===== config.mk =====
export PLATFORM = sky130hd
export DESIGN_NAME = ula_port_decode_and_nmi_generator_unit
export DESIGN_NICKNAME = d
export VERILOG_FILES = /design/src/rtl/core/ula_pkg.sv /design/src/rtl/core/ula_port_decode_and_nmi_generator_unit.sv
export SDC_FILE = /design/constraint.sdc
export NUM_CORES = 1
export LEC_CHECK = 0
export ABC_AREA = 1
export BUFFER_PORTS_ARGS = -buffer_cell sky130_fd_sc_hd__clkbuf_2
export CAP_MARGIN = 0
export CELL_PAD_IN_SITES_DETAIL_PLACEMENT = 0
export CELL_PAD_IN_SITES_GLOBAL_PLACEMENT = 2
export CORE_ASPECT_RATIO = 0.7
export CORE_MARGIN = 8
export CORE_UTILIZATION = 33
export DETAILED_ROUTE_END_ITERATION = 16
export PLACE_DENSITY_LB_ADDON = 0.2
export SETUP_SLACK_MARGIN = 0.05
export SYNTH_ARGS = -nofsm -noshare
export SYNTH_HDL_FRONTEND = slang
export SYNTH_SLANG_ARGS = --single-unit

===== constraint.sdc =====
create_clock -name clock -period 3.3 [get_ports clock]
set_input_delay 0.495 -clock clock [delete_from_list [all_inputs] [get_ports clock]]
set_output_delay 0.495 -clock clock [all_outputs]
set_load 0.1 [all_outputs]

===== src/rtl/core/ula_pkg.sv =====
// shared types and constants for the port decode and nmi generator
package ula_pkg;

   typedef enum logic [2:0] {
      FUNC_IO_READ   = 3'd0,
      FUNC_IO_WRITE  = 3'd1,
      FUNC_STEP      = 3'd2,
      FUNC_FETCH     = 3'd3,
      FUNC_MEM       = 3'd4,
      FUNC_KEY_SET   = 3'd5,
      FUNC_RSVD6     = 3'd6,
      FUNC_RSVD7     = 3'd7
   } func_type;

   typedef enum logic [1:0] {
      TGT_ROM      = 2'd0,
      TGT_RAM      = 2'd1,
      TGT_UNMAPPED = 2'd2,
      TGT_RSVD     = 2'd3
   } mem_target_type;

   localparam logic [1:0] CSR_LINE_TSTATES  = 2'd0;
   localparam logic [1:0] CSR_RAM_SIZE_LOG2 = 2'd1;

   localparam logic [9:0]  LINE_TSTATES_RST  = 10'd207;
   localparam logic [3:0]  RAM_SIZE_LOG2_RST = 4'd14;
   localparam logic [3:0]  RAM_LOG2_MIN      = 4'd10;
   localparam logic [3:0]  RAM_LOG2_MAX      = 4'd14;
   localparam logic [7:0]  KEY_ROW_RST       = 8'hFF;
   localparam logic [7:0]  KEY_MASK          = 8'hBF;
   localparam logic [7:0]  EAR_BIT           = 8'h40;
   localparam logic [7:0]  OPCODE_NOP        = 8'h00;
   localparam logic [7:0]  READ_IDLE         = 8'hFF;
   localparam logic [13:0] ROM_MASK          = 14'h1FFF;
   localparam logic [15:0] ACC_MAX           = 16'hFFFF;

endpackage


===== src/rtl/core/ula_port_decode_and_nmi_generator_unit.sv =====
// top level: port decode, keyboard read, nmi line generator and memory decode
// an accepted item is held in the input register, then in the result register as valid
// one item per cycle unless the result stalls; accumulator and latches update in one pass
// input stall follows result stall in the same cycle once both registers hold items
// reset: synchronous, clears generator, accumulator, latches, keyboard rows to released
// and config registers to 207 t-states per line and 16k of ram
module ula_port_decode_and_nmi_generator_unit
   import ula_pkg::*;
(
   input  logic        clock,
   input  logic        reset,
   input  logic        req_valid,
   output logic        req_stall,
   input  logic [2:0]  req_func,
   input  logic [15:0] req_address,
   input  logic [7:0]  req_data,
   input  logic        req_is_write,
   input  logic [7:0]  req_tstate_delta,
   input  logic [7:0]  req_refresh_reg,
   input  logic        req_tape_active,
   input  logic        req_tape_level,
   input  logic [2:0]  req_key_row_index,
   input  logic [7:0]  req_key_row_bits,
   output logic        rsp_valid,
   input  logic        rsp_stall,
   output logic [7:0]  rsp_read_data,
   output logic        rsp_nmi_request,
   output logic        rsp_int_request,
   output logic        rsp_mic_level,
   output logic        rsp_ear_level,
   output logic [1:0]  rsp_mem_target,
   output logic [13:0] rsp_mem_offset,
   input  logic        csr_valid,
   output logic        csr_ready,
   input  logic [1:0]  csr_index,
   input  logic [9:0]  csr_wdata
);

   // config registers
   logic [9:0] line_tstates_ff;
   logic [3:0] ram_size_log2_ff;

   // input register
   logic        s1_valid_ff, s1_valid_in;
   func_type    s1_func_ff;
   logic [15:0] s1_address_ff;
   logic [7:0]  s1_data_ff;
   logic        s1_is_write_ff;
   logic [7:0]  s1_delta_ff;
   logic [7:0]  s1_refresh_ff;
   logic        s1_tape_active_ff;
   logic        s1_tape_level_ff;
   logic [2:0]  s1_key_index_ff;
   logic [7:0]  s1_key_bits_ff;

   // block state
   logic        gen_on_ff, gen_on_in;
   logic [15:0] acc_ff, acc_in;
   logic        mic_ff, mic_in;
   logic        ear_ff, ear_in;
   logic [7:0]  key_rows_ff [8];

   // result register
   logic        rsp_valid_ff, rsp_valid_in;
   logic [7:0]  rd_ff, rd_in;
   logic        nmi_ff, nmi_in;
   logic        irq_ff, irq_in;
   logic [1:0]  tgt_ff, tgt_in;
   logic [13:0] off_ff, off_in;

   logic        req_accept;
   logic        s1_adv;

   // decode helpers
   logic [3:0]  ram_lg;
   logic [13:0] ram_mask;
   logic [1:0]  dec_tgt;
   logic [13:0] dec_off;
   logic [7:0]  key_and;
   logic        ear_src;
   logic [16:0] acc_sum;
   logic [15:0] acc_sat;

   assign csr_ready  = 1'b1;
   assign s1_adv     = s1_valid_ff && (!rsp_valid_ff || !rsp_stall);
   assign req_stall  = s1_valid_ff && !s1_adv;
   assign req_accept = req_valid && !req_stall;

   always_ff @(posedge clock) begin
      if (reset) begin
         line_tstates_ff  <= LINE_TSTATES_RST;
         ram_size_log2_ff <= RAM_SIZE_LOG2_RST;
      end else if (csr_valid && csr_ready) begin
         if (csr_index == CSR_LINE_TSTATES) begin
            line_tstates_ff <= csr_wdata;
         end else if (csr_index == CSR_RAM_SIZE_LOG2) begin
            ram_size_log2_ff <= csr_wdata[3:0];
         end
      end
   end

   always_comb begin
      s1_valid_in = s1_valid_ff;
      if (req_accept) begin
         s1_valid_in = 1'b1;
      end else if (s1_adv) begin
         s1_valid_in = 1'b0;
      end
   end

   always_ff @(posedge clock) begin
      if (reset) begin
         s1_valid_ff <= 1'b0;
      end else begin
         s1_valid_ff <= s1_valid_in;
      end
   end

   always_ff @(posedge clock) begin
      if (req_accept) begin
         s1_func_ff        <= func_type'(req_func);
         s1_address_ff     <= req_address;
         s1_data_ff        <= req_data;
         s1_is_write_ff    <= req_is_write;
         s1_delta_ff       <= req_tstate_delta;
         s1_refresh_ff     <= req_refresh_reg;
         s1_tape_active_ff <= req_tape_active;
         s1_tape_level_ff  <= req_tape_level;
         s1_key_index_ff   <= req_key_row_index;
         s1_key_bits_ff    <= req_key_row_bits;
      end
   end

   // memory decode
   always_comb begin
      ram_lg = ram_size_log2_ff;
      if (ram_lg < RAM_LOG2_MIN) begin
         ram_lg = RAM_LOG2_MIN;
      end else if (ram_lg > RAM_LOG2_MAX) begin
         ram_lg = RAM_LOG2_MAX;
      end
      ram_mask = 14'((15'd1 << ram_lg) - 15'd1);
      dec_tgt  = TGT_UNMAPPED;
      dec_off  = '0;
      unique case (s1_address_ff[15:14])
         2'b00, 2'b10: begin
            if (!(s1_is_write_ff && s1_func_ff == FUNC_MEM)) begin
               dec_tgt = TGT_ROM;
               dec_off = s1_address_ff[13:0] & ROM_MASK;
            end
         end
         2'b01: begin
            if ((s1_address_ff[13:0] & ~ram_mask) == 14'd0) begin
               dec_tgt = TGT_RAM;
               dec_off = s1_address_ff[13:0];
            end
         end
         2'b11: begin
            dec_tgt = TGT_RAM;
            dec_off = s1_address_ff[13:0] & ram_mask;
         end
         default: begin
            dec_tgt = TGT_UNMAPPED;
         end
      endcase
   end

   // keyboard rows selected low in the upper address byte
   always_comb begin
      key_and = KEY_MASK;
      for (int i = 0; i < 8; i++) begin
         if (!s1_address_ff[8 + i]) begin
            key_and = key_and & key_rows_ff[i];
         end
      end
      ear_src = s1_tape_active_ff ? s1_tape_level_ff : ear_ff;
   end

   // line accumulator with saturation
   always_comb begin
      acc_sum = {1'b0, acc_ff} + {9'd0, s1_delta_ff};
      acc_sat = acc_sum[16] ? ACC_MAX : acc_sum[15:0];
   end

   always_comb begin
      gen_on_in = gen_on_ff;
      acc_in    = acc_ff;
      mic_in    = mic_ff;
      ear_in    = ear_ff;
      rd_in     = READ_IDLE;
      nmi_in    = 1'b0;
      irq_in    = 1'b0;
      tgt_in    = TGT_UNMAPPED;
      off_in    = '0;
      unique case (s1_func_ff)
         FUNC_IO_READ: begin
            if (!s1_address_ff[0]) begin
               rd_in = (key_and & KEY_MASK) | (ear_src ? 8'h00 : EAR_BIT);
            end
         end
         FUNC_IO_WRITE: begin
            if (!s1_address_ff[0]) begin
               gen_on_in = 1'b0;
               mic_in    = s1_data_ff[3];
               ear_in    = s1_data_ff[4];
            end
            if (!s1_address_ff[1]) begin
               gen_on_in = 1'b1;
               acc_in    = '0;
            end
         end
         FUNC_STEP: begin
            if (gen_on_ff) begin
               if (acc_sat >= {6'd0, line_tstates_ff}) begin
                  acc_in = acc_sat - {6'd0, line_tstates_ff};
                  nmi_in = 1'b1;
               end else begin
                  acc_in = acc_sat;
               end
            end
            irq_in = !s1_refresh_ff[6];
         end
         FUNC_FETCH: begin
            tgt_in = dec_tgt;
            off_in = dec_off;
            rd_in  = (s1_address_ff[15] && !s1_data_ff[6]) ? OPCODE_NOP : s1_data_ff;
         end
         FUNC_MEM: begin
            tgt_in = dec_tgt;
            off_in = dec_off;
         end
         FUNC_KEY_SET, FUNC_RSVD6, FUNC_RSVD7: begin
            rd_in = READ_IDLE;
         end
         default: begin
            rd_in = READ_IDLE;
         end
      endcase
   end

   always_ff @(posedge clock) begin
      if (reset) begin
         gen_on_ff <= 1'b0;
         acc_ff    <= '0;
         mic_ff    <= 1'b0;
         ear_ff    <= 1'b0;
         for (int i = 0; i < 8; i++) begin
            key_rows_ff[i] <= KEY_ROW_RST;
         end
      end else if (s1_adv) begin
         gen_on_ff <= gen_on_in;
         acc_ff    <= acc_in;
         mic_ff    <= mic_in;
         ear_ff    <= ear_in;
         if (s1_func_ff == FUNC_KEY_SET) begin
            key_rows_ff[s1_key_index_ff] <= s1_key_bits_ff;
         end
      end
   end

   always_comb begin
      rsp_valid_in = rsp_valid_ff;
      if (s1_adv) begin
         rsp_valid_in = 1'b1;
      end else if (!rsp_stall) begin
         rsp_valid_in = 1'b0;
      end
   end

   always_ff @(posedge clock) begin
      if (reset) begin
         rsp_valid_ff <= 1'b0;
      end else begin
         rsp_valid_ff <= rsp_valid_in;
      end
   end

   always_ff @(posedge clock) begin
      if (s1_adv) begin
         rd_ff  <= rd_in;
         nmi_ff <= nmi_in;
         irq_ff <= irq_in;
         tgt_ff <= tgt_in;
         off_ff <= off_in;
      end
   end

   assign rsp_valid       = rsp_valid_ff;
   assign rsp_read_data   = rd_ff;
   assign rsp_nmi_request = nmi_ff;
   assign rsp_int_request = irq_ff;
   assign rsp_mic_level   = mic_ff;
   assign rsp_ear_level   = ear_ff;
   assign rsp_mem_target  = tgt_ff;
   assign rsp_mem_offset  = off_ff;

   a_no_stall_when_empty: assert property (@(posedge clock) disable iff (reset)
      req_stall |-> s1_valid_ff)
      else $error("input stalled with empty input register");

   a_nmi_only_from_step: assert property (@(posedge clock) disable iff (reset)
      (s1_adv && s1_func_ff != FUNC_STEP) |=> (!rsp_nmi_request && !rsp_int_request))
      else $error("interrupt request from a non-step item");

   a_target_legal: assert property (@(posedge clock) disable iff (reset)
      rsp_valid |-> (rsp_mem_target != TGT_RSVD))
      else $error("illegal memory target");

   a_unmapped_offset_zero: assert property (@(posedge clock) disable iff (reset)
      (rsp_valid && rsp_mem_target == TGT_UNMAPPED) |-> (rsp_mem_offset == 14'd0))
      else $error("unmapped result with nonzero offset");

   a_state_holds_without_item: assert property (@(posedge clock) disable iff (reset)
      (!s1_adv && !$past(reset)) |=> ($stable(acc_ff) && $stable(gen_on_ff)))
      else $error("generator state moved without an item");

endmodule


==> results by group, run 1 <==
Finish
  • Post-route cell area: around 0.010 mm^2
  • Area growth, synth to finish: 31.7%
  • Layout cell share with drive strength beyond 1: approximately 29%
  • Antenna fix cells: 0
  • Final net count: around 1100

Place
  • Dpl ws: -0.157 ns
  • Placer Congestion: roughly 0.79
  • Count of input and output buffers: 95
  • DP HPWL: approximately 18000 um
  • Placed cell area: approximately 0.0095 mm^2

Clock tree
  • Htree depth: 4
  • Clock Pin Slew Worst Setup and Hold Paths: ~0.070 ns
  • Worst skew pair latency: ~0.43 ns
  • Num CTS Buffers: 17
  • Clock Path Buffers: 2
  • Num Clock Sinks: between 150 and 200
  • Clk root buf: clkbuf_16
  • CTS tree: yes

Route
  • Residual DRC count: 0
  • Post-route antenna net violation count: 0
  • Vias per Instance: 4.74
  • Initial drt markers: 420
  • DR vias: 6454
  • Routed WL: about 24000 um
  • First-pass DRT Iterations: 6
  • Wire per inst: around 18 um

Timing
  • Slew headroom: between 20% and 30%
  • Peak Freq: 299 MHz
  • Post-Route Skew: 0.00813 ns
  • Final number of max-transition violations: 0
  • Final Setup Violations: 6
  • Setup TNS: -0.137 ns
  • Setup ws final: -0.0431 ns
  • Tcrit/Tclk final: 101%
  • Worst hold margin: 0.242 ns
  • Final hold violations: 0
  • Unrepaired setup endpoints after global routing: yes
  • Worst Max-Slew Pin Slew: 1.12 ns
  • Tmin final: approximately 3.3 ns

Power and ir drop
  • Peak VDD IR: roughly 0.35 mV
  • Leakage: 0.00426 uW
  • Pwr Total: about 5100 uW
  • Pwr dens: 485 mW/mm^2

Global route
  • Total track usage: between 10% and 20%
  • Grt ovf: 0
  • Initial antenna violation count: 0
  • First-pass GRT wire length: about 37000 um
  • Vias in the first global route: between 6000 and 7000
  • Largest net degree at the start of global routing: 44

Worst hold path
  • Hold/Removal Path Class: in -> reg

Synth
  • Synth Instances: between 800 and 900
  • Post-synthesis sequential area ratio: roughly 58%
  • Area of the mapped netlist: between 0.007 and 0.008 mm^2
  • YS warnings: 0
  • Register bit total from synthesis: 166
  • Unique cell type count in the Yosys netlist: 40
  • Syn Area/Cell: between 9 and 10 um^2

Floorplan
  • Die extent in y: roughly 150 um
  • I/O pins: between 100 and 150
  • Initial Util: between 30% and 40%
  • Core ar.: between 0.02 and 0.025 mm^2
  • Row Count: 47
  • Die Wd: approximately 200 um
  • Die area: about 0.029 mm^2

Setup path
  • Crit end category: register
  • Worst path required time: between 3 and 4 ns
  • Crit path DAT: roughly 3.7 ns
  • WS Path Type: reg -> reg
  • Startpoint types: register
  • CP Max Fanout: 11

Status
  • Status: complete, but fails checks
  • Failing checks: negative setup slack

Run
  • Max_cap viols: 0
-- synthesized netlist by cell type, drive strengths merged --
cell type,n,area share (%)
nor4,7,0.55
a221oi,1,0.11
inv,114,5.4
a21oi,39,2.5
xor2,10,1.1
o22ai,28,2.2
o41ai,2,0.22
clkbuf,16,0.75
a31oi,6,0.47
fa,2,0.50
nor2,66,3.3
nand3b,1,0.094
and3,1,0.079
nor3,15,1.1
nand2,204,9.7
buf,4,0.42
o211ai,16,1.5
o21ai,34,2.2
ha,19,3.0
a211oi,1,0.094
nand3,56,3.9
xnor2,5,0.55
and2,1,0.079
edfxtp,131,49
o31ai,1,0.094
nand4,12,0.94
o2111ai,2,0.22
dfxtp,35,8.8
conb,1,0.047
or2,7,0.55
-- worst max-delay path: stages (launching register included) --
cell	delay, ns
edfxtp_1	0.50
fa_2	0.44
nand3_2	0.08
nand3_2	0.09
nand2_2	0.09
nand2_2	0.07
nand3_4	0.09
inv_6	0.05
or2_4	0.26
ha_4	0.28
buf_4	0.13
nand2_2	0.08
nor4_2	0.27
o21ai_2	0.09
inv_1	0.07
nand2_2	0.06
nand3_4	0.12
clkbuf_16	0.18
nand4_1	0.17
a21oi_1	0.17
-- layout by cell type, fill, tap and decap left out, drive strengths merged, types with 3 or more instances in the layout --
cell	count
o211ai	16
clkinvlp	3
nand2	204
buf	95
clkbuf	116
nand3	56
xor2	10
nor2	66
a31oi	6
bufinv	3
a21oi	39
o21ai	34
conb	3
nor4	7
xnor2	5
dfxtp	35
clkinv	3
ha	19
or2	7
nor3	15
inv	118
o22ai	28
edfxtp	131
nand4	12
-- stage by stage --
| step | utilization [%] | cells |
|---|---|---|
| 3_3_place_gp | 40.1 | 1319 |
| 2_1_floorplan | - | 839 |
| 6_report | 44.3 | 1361 |
| 4_1_cts | 43.5 | 1357 |
| 5_1_grt | 44.3 | 1361 |
| 3_5_place_dp | 40.1 | 1319 |
-- registers in the layout (all words and copies together), names as in the netlist, 2 cells and up --
name and cells:
key_rows_ff 56, acc_ff 16, s1_address_ff 16, rsp_mem_offset 14, line_tstates_ff 10, rsp_read_data 8
s1_data_ff 8, s1_delta_ff 8, s1_key_bits_ff 7, ram_size_log2_ff 4, s1_func_ff 3, s1_key_index_ff 3
rsp_mem_target 2
-- what timing repair did --
| action | in CTS | in global routing |
|---|---|---|
| gates cloned | 0 | 2 |
| setup buffers | 6 | 2 |
| endpoints found under the setup margin | 17 | 17 |
| resized for setup | 22 | 33 |
| hold buffers | 0 | 0 |
| pin swaps | 5 | 8 |
-- cells by family (layout without fill, tap and decap cells) --
family,Yosys count,after routing,share of synthesized area [%]
flops,166,166,58.2
simple gates,370,370,20.4
fa+ha+maj,21,21,3.49
xor+xnor,15,15,1.65
buf+inv,134,338,6.56
compound gates,130,130,9.61
other cells,1,3,0.0471
-- report_power, final --
group          switching (uW)  total, uW  internal [uW]
sequential               47.1       2380           2330
combinational             423        658            235
clock                     845       2050           1200
total                    1310       5090           3770
-- area by class of cell --
type                       instances  area (um^2)
tap                              318          398
clock buffer                      19          433
multi-input combinational        539         3150
fill                            2333        13200
inverter                         114          433
sequential                       166         4630
clock inverter                    13          173
timing repair buffer             192         1260
-- worst paths after layout --
| kind | from | end | slack [ns] | depth (start not counted) |
|---|---|---|---|---|
| hold / removal | req_address[11] | s1_address_ff[11] | 0.24 | 1 |
| hold reg to reg | acc_ff[0] | acc_ff[0] | 0.49 | 2 |
| setup / recovery | s1_delta_ff[1] | acc_ff[14] | -0.04 | 19 |
| setup reg to reg | s1_delta_ff[1] | acc_ff[14] | -0.04 | 19 |
-- metal layers --
metal	share of wire, %	vias up	GRT usage [%]
met2	36	193	19.2
met4	0.72	0	3.72
met1	56	2993	27.6
met3	7.3	11	3.94
li1	-	3257	-
met5	0	-	0
(Power assumes the default switching activity.)
==> inputs of run 2 (changes only) <==
ABC_AREA = 0   (was 1)
CORE_UTILIZATION = 35   (was 33)
==> results by group, run 2 <==
Synth
  • Synth Instances: slightly below 700
  • Post-synthesis sequential area ratio: between 50% and 60%
  • Most common cell in the netlist: edfxtp_1
  • Register bit total from synthesis: 166
  • Syn Area/Cell: around 12 um^2
  • Async S/R FF share, synth: 0%
  • Top cells by area, synth: edfxtp_1, dfxtp_1, or2_2, ha_1, o22ai_1
  • Area of the mapped netlist: roughly 0.0079 mm^2
  • Post-synth EDFFs: 131
  • Primary FF master, synth: edfxtp_1
  • Yosys top cell area share: 49.5%
  • Synth cell count leaders: edfxtp_1, or2_2, nand2_1, nor2_1, dfxtp_1
  • YS warnings: 0
  • Unique cell type count in the Yosys netlist: 75
  • Top cell type by total area after synthesis: edfxtp_1

Route
  • Initial drt markers: 456
  • Wire per inst: approximately 20 um
  • Residual DRC count: 0
  • DR vias: between 6000 and 7000
  • Vias per Instance: between 5 and 6
  • Routed WL: ~24000 um
  • First-pass DRT Iterations: 4
  • Post-route antenna net violation count: 0

Floorplan
  • Row Count: between 40 and 50
  • Core ar.: 0.0224 mm^2
  • Die Wd: ~200 um
  • Initial Util: 35.4%
  • I/O pins: 105
  • Die extent in y: ~140 um
  • Die area: 0.0278 mm^2

Finish
  • Max reg flops: 56
  • Non-Filler Instances: ~1200
  • Layout cell share with drive strength beyond 1: about two fifths
  • Commonest non-fill, non-tap cell in the layout: edfxtp_1
  • Biggest register: key_rows_ff
  • Final net count: 976
  • Antenna fix cells: 0
  • Post-route cell area: roughly 0.011 mm^2
  • Largest registers: key_rows_ff x56, acc_ff x16, s1_address_ff x16
  • # fillers: 2057
  • Commonest cells after routing, fill and taps aside: edfxtp_1, buf_4, clkbuf_2
  • Area growth, synth to finish: 33.9%

Run
  • Max_cap viols: 0

Clock tree
  • # hold bufs at CTS: 0
  • Num CTS Buffers: 17
  • Num Clock Sinks: roughly 170
  • Htree depth: 4
  • Clk root buf: clkbuf_16
  • CTS tree: yes
  • Worst skew pair latency: 0.43 ns
  • Clock Pin Slew Worst Setup and Hold Paths: around 0.070 ns
  • Clock Path Buffers: 2

Setup path
  • Crit path DAT: 4.13 ns
  • Worst path required time: 3.61 ns
  • CP Max Fanout: 3
  • R2r setup slk: -0.53 ns
  • Crit end category: register
  • WS Path Type: reg -> reg
  • Startpoint types: register

Timing
  • Tmin final: 3.83 ns
  • Worst Max-Slew Pin Slew: around 0.9 ns
  • Final hold violations: 0
  • Post-Route Skew: 0.00977 ns
  • Slew headroom: just under 40%
  • Setup ws final: -0.529 ns
  • Unrepaired setup endpoints after global routing: yes
  • Final Setup Violations: 17
  • Final number of max-transition violations: 0
  • Peak Freq: about 260 MHz
  • Tcrit/Tclk final: 116%
  • Setup TNS: -6.95 ns

Power and ir drop
  • Leakage: roughly 0.004 uW
  • Pwr dens: around 470 mW/mm^2
  • Peak VDD IR: approximately 0.35 mV

Global route
  • Vias in the first global route: 6201
  • Met2 Resource Use GR: 23.9%
  • First-pass GRT wire length: roughly 36000 um
  • Met1 Use GR: between 20% and 30%
  • Largest net degree at the start of global routing: 50
  • Grt met3 use: just over 4%
  • Initial antenna violation count: 0
  • Grt ovf: 0
  • Busiest grt layer: met1
  • Total track usage: ~17%

Place
  • Placed cell area: 0.00944 mm^2
  • Count of input and output buffers: 95
  • Placed cells: 1125
  • DP HPWL: ~17000 um
  • Dpl ws: -0.809 ns
  • Placer Congestion: 0.829

Worst hold path
  • Hold/Removal Path Class: in -> reg

Status
  • Status: complete, but fails checks
  • Failing checks: negative setup slack
-- run 2: cell families after synthesis --
family	count (synthesis)	synth area share, %
AO/OA/AOI/OAI	162	14.9
AND/OR/NAND/NOR	261	18.0
buffers and inverters	47	2.30
flip-flops	166	58.3
adder cells (fa/ha/maj)	21	3.50
other	1	0.0472
XOR/XNOR	16	1.76
multiplexers	8	1.09
-- run 2: path summary, 6_finish.rpt --
check	end	start	cells after the start
max reg2reg	acc_ff[13]	s1_delta_ff[0]	18
min reg2reg	gen_on_ff	gen_on_ff	2
min	s1_key_bits_ff[5]	req_key_row_bits[5]	1
max	acc_ff[13]	s1_delta_ff[0]	18
-- run 2: critical path, stage by stage (launching register included) --
cell	delay (ns)
edfxtp_1	0.42
ha_4	0.19
fa_2	0.39
a211oi_4	0.30
o211ai_4	0.12
nand2_2	0.09
buf_4	0.12
nor3_4	0.04
buf_6	0.13
nor2_4	0.09
inv_2	0.05
ha_4	0.21
nor2b_4	0.13
o2111ai_4	0.22
nand3_4	0.11
a21o_1	0.22
or4b_4	0.54
a32oi_2	0.23
o41ai_2	0.09
-- run 2: metal layers --
layer	wire length [um]	part of all wire (%)
met5	0	0
met2	9670	41
met4	159	0.67
met3	1510	6.4
met1	12300	52
-- run 2: metrics by stage --
step | total power, uW | hold slack (ns) | utilization [%]
floorplan | 2760 | 0.429 | -
global placement | 2960 | 0.460 | 42.1
detailed placement | 2960 | 0.465 | 42.1
CTS | 5050 | 0.212 | 46.3
global route | 5230 | 0.209 | 47.4
finish | 5050 | 0.233 | 47.4
-- run 2: cell type report --
| cell class | instances | area, um^2 | share of cell area (%) |
|---|---|---|---|
| flip-flops and latches | 166 | 4630 | 43.6 |
| multi-input cells | 471 | 3630 | 34.1 |
| repair buffers | 202 | 1330 | 12.5 |
| clock buffers | 17 | 425 | 4.00 |
| well taps | 288 | 360 | 3.39 |
| clock inverters | 15 | 174 | 1.64 |
| inverters | 23 | 86.3 | 0.812 |
-- run 2: timing repair --
action,in CTS,in global routing
pin swaps,33,36
resized for setup,57,28
endpoints found under the setup margin,17,17
gates cloned,0,0
buffers inserted,15,11
-- run 2: power breakdown --
| part | switching (uW) | total, uW | internal (uW) |
|---|---|---|---|
| registers | 61.6 | 2390 | 2330 |
| logic | 383 | 633 | 250 |
| clock network | 895 | 2030 | 1130 |
| total | 1340 | 5050 | 3710 |
==> inputs of run 3 (changes only) <==
CORE_UTILIZATION = 39   (was 35)
clock period = 4.21 ns   (was 3.3 ns; I/O delays follow)
==> results by group, run 3 (synthesized netlist as in run 2, its figures left out) <==
Power and ir drop
  • Pwr dens: 378 mW/mm^2
  • Int Power: 2720 uW
  • Sw Ratio: roughly a quarter
  • Clock group share of total power: 38.0%
  • Peak VDD IR: 0.276 mV
  • Seq pwr share: slightly above 50%
  • Switch Pwr: 970 uW
  • Leakage: around 0.0035 uW
  • Comb pwr share: ~11%

Route
  • First-pass DRT Iterations: 5
  • Vias per Instance: between 5 and 6
  • DR vias: ~6000
  • Post-route antenna net violation count: 0
  • Routed WL: roughly 22000 um
  • Initial drt markers: approximately 500
  • Residual DRC count: 0
  • Wire per inst: slightly above 20 um

Clock tree
  • CTS tree: yes
  • Clk root buf: clkbuf_16
  • Num Clock Sinks: roughly 170
  • # hold bufs at CTS: 0
  • Htree depth: 4
  • Clock Path Buffers: 2
  • Num CTS Buffers: 17
  • Clock Pin Slew Worst Setup and Hold Paths: approximately 0.07 ns
  • Worst skew pair latency: around 0.44 ns

Setup path
  • Crit path DAT: 4.33 ns
  • Cells on worst reg2reg path: 18
  • Crit end category: register
  • WS Path Type: reg -> reg
  • Worst path required time: 4.54 ns
  • Startpoint types: register
  • CP Max Fanout: 4

Finish
  • Antenna fix cells: 0
  • Max reg flops: 56
  • Biggest register: key_rows_ff
  • Layout cell share with drive strength beyond 1: between 30 and 40%
  • Commonest cells after routing, fill and taps aside: edfxtp_1, clkbuf_2, or2_2
  • Largest registers: key_rows_ff x56, acc_ff x16, s1_address_ff x16
  • Area growth, synth to finish: 22.7%
  • Final design utilization: between 40 and 50%
  • # fillers: about 1800
  • Commonest non-fill, non-tap cell in the layout: edfxtp_1
  • Final net count: slightly above 900

Run
  • Max_cap viols: 0

Timing
  • Final number of max-transition violations: 0
  • Worst hold margin: roughly 0.37 ns
  • Tmin final: 4.00 ns
  • Peak Freq: about 250 MHz
  • Tcrit/Tclk final: a little over nine tenths
  • Post-Route Skew: 0.0115 ns
  • Slew headroom: between 30 and 40%
  • Final hold violations: 0
  • Unrepaired setup endpoints after global routing: yes
  • Final Setup Violations: 0
  • Worst Max-Slew Pin Slew: roughly 1.0 ns

Floorplan
  • I/O pins: 105
  • Die Wd: approximately 190 um
  • Row Count: 43
  • Die extent in y: around 140 um
  • Die area: about 0.025 mm^2
  • Core ar.: around 0.02 mm^2
  • Initial Util: 39.9%

Global route
  • Grt ovf: 0
  • First-pass GRT wire length: approximately 35000 um
  • Largest net degree at the start of global routing: 50
  • Vias in the first global route: 5944
  • Initial antenna violation count: 0
  • Total track usage: 18.0%

Place
  • DP HPWL: 16400 um
  • Placer Congestion: approximately 0.86
  • Count of input and output buffers: 95

Status
  • Status: complete, no violations

Worst hold path
  • Hold/Removal Path Class: in -> reg
  • Worst hold stages: 1
-- run 3: changes by cell type in the layout (fill, tap and decap cells not counted), sizes merged --
cell    previous run  this run
buf              107        53
bufinv             2         0
clkbuf           112       114
clkinv             5         8
inv               27        24
-- run 3: cell type report --
type	count	area [um^2]	area share (%)
Tap cell	270	338	3.47
Clock buffer	19	433	4.44
Multi-Input combinational cell	471	3290	33.7
Clock inverter	13	85.1	0.873
Timing Repair Buffer	148	886	9.09
Inverter	23	86.3	0.886
Sequential cell	166	4630	47.5
-- run 3: critical path, stage by stage (launching register included) --
cell      delay, ns
edfxtp_1       0.44
ha_4           0.28
buf_4          0.15
o211ai_1       0.25
o21ai_1        0.14
a21o_1         0.20
a21oi_1        0.18
xor2_1         0.24
nand2_1        0.09
ha_1           0.33
a21oi_2        0.15
o21ai_2        0.09
buf_4          0.14
a21oi_2        0.14
o21ai_1        0.10
buf_4          0.14
nand2b_2       0.21
or4_1          0.54
o311ai_1       0.10
-- run 3: path summary, 6_finish.rpt --
path / from / to / slack, ns
worst max register to register: s1_delta_ff[2] / acc_ff[14] / 0.21
worst min-delay path: req_tstate_delta[5] / s1_delta_ff[5] / 0.37
worst max-delay path: s1_delta_ff[2] / acc_ff[14] / 0.21
worst min register to register: gen_on_ff / gen_on_ff / 0.48
-- run 3: metrics by stage --
stage / cell area [um^2] / setup TNS, ns / total power, uW / setup slack (ns) / std cells
after floorplan: 7950 / 0 / 2150 / 0.0908 / 684
after global placement: 9050 / -0.325 / 2290 / -0.0982 / 1073
after detailed placement: 9050 / -1.23 / 2300 / -0.166 / 1073
after CTS: 9620 / 0 / 3700 / 0.0871 / 1106
after global routing: 9750 / -0.0110 / 3830 / -0.0110 / 1110
final: 9750 / 0 / 3690 / 0.210 / 1110
-- run 3: what timing repair did --
| action | CTS | global route |
|---|---|---|
| setup endpoints to repair | 17 | 17 |
| gates resized for setup | 11 | 21 |
| buffers inserted | 1 | 4 |
| pin swaps | 3 | 9 |
-- run 3: power by group through the flow --
stage / sequential, uW / combinational (uW) / clock [uW]
2_1_floorplan: 1960 / 185 / 0
5_1_grt: 1880 / 449 / 1500
3_3_place_gp: 1900 / 384 / 0
3_5_place_dp: 1910 / 391 / 0
4_1_cts: 1870 / 399 / 1430
6_report: 1870 / 415 / 1400
-- run 3: layer usage --
metal	part of all wire [%]	wire [um]	GRT usage, %	up-vias
li1	-	-	-	2850
met1	53	11800	27.4	2910
met2	39	8710	24.0	228
met3	7.5	1680	5.38	20
met4	0.84	189	4.93	0
met5	0	0	0	-
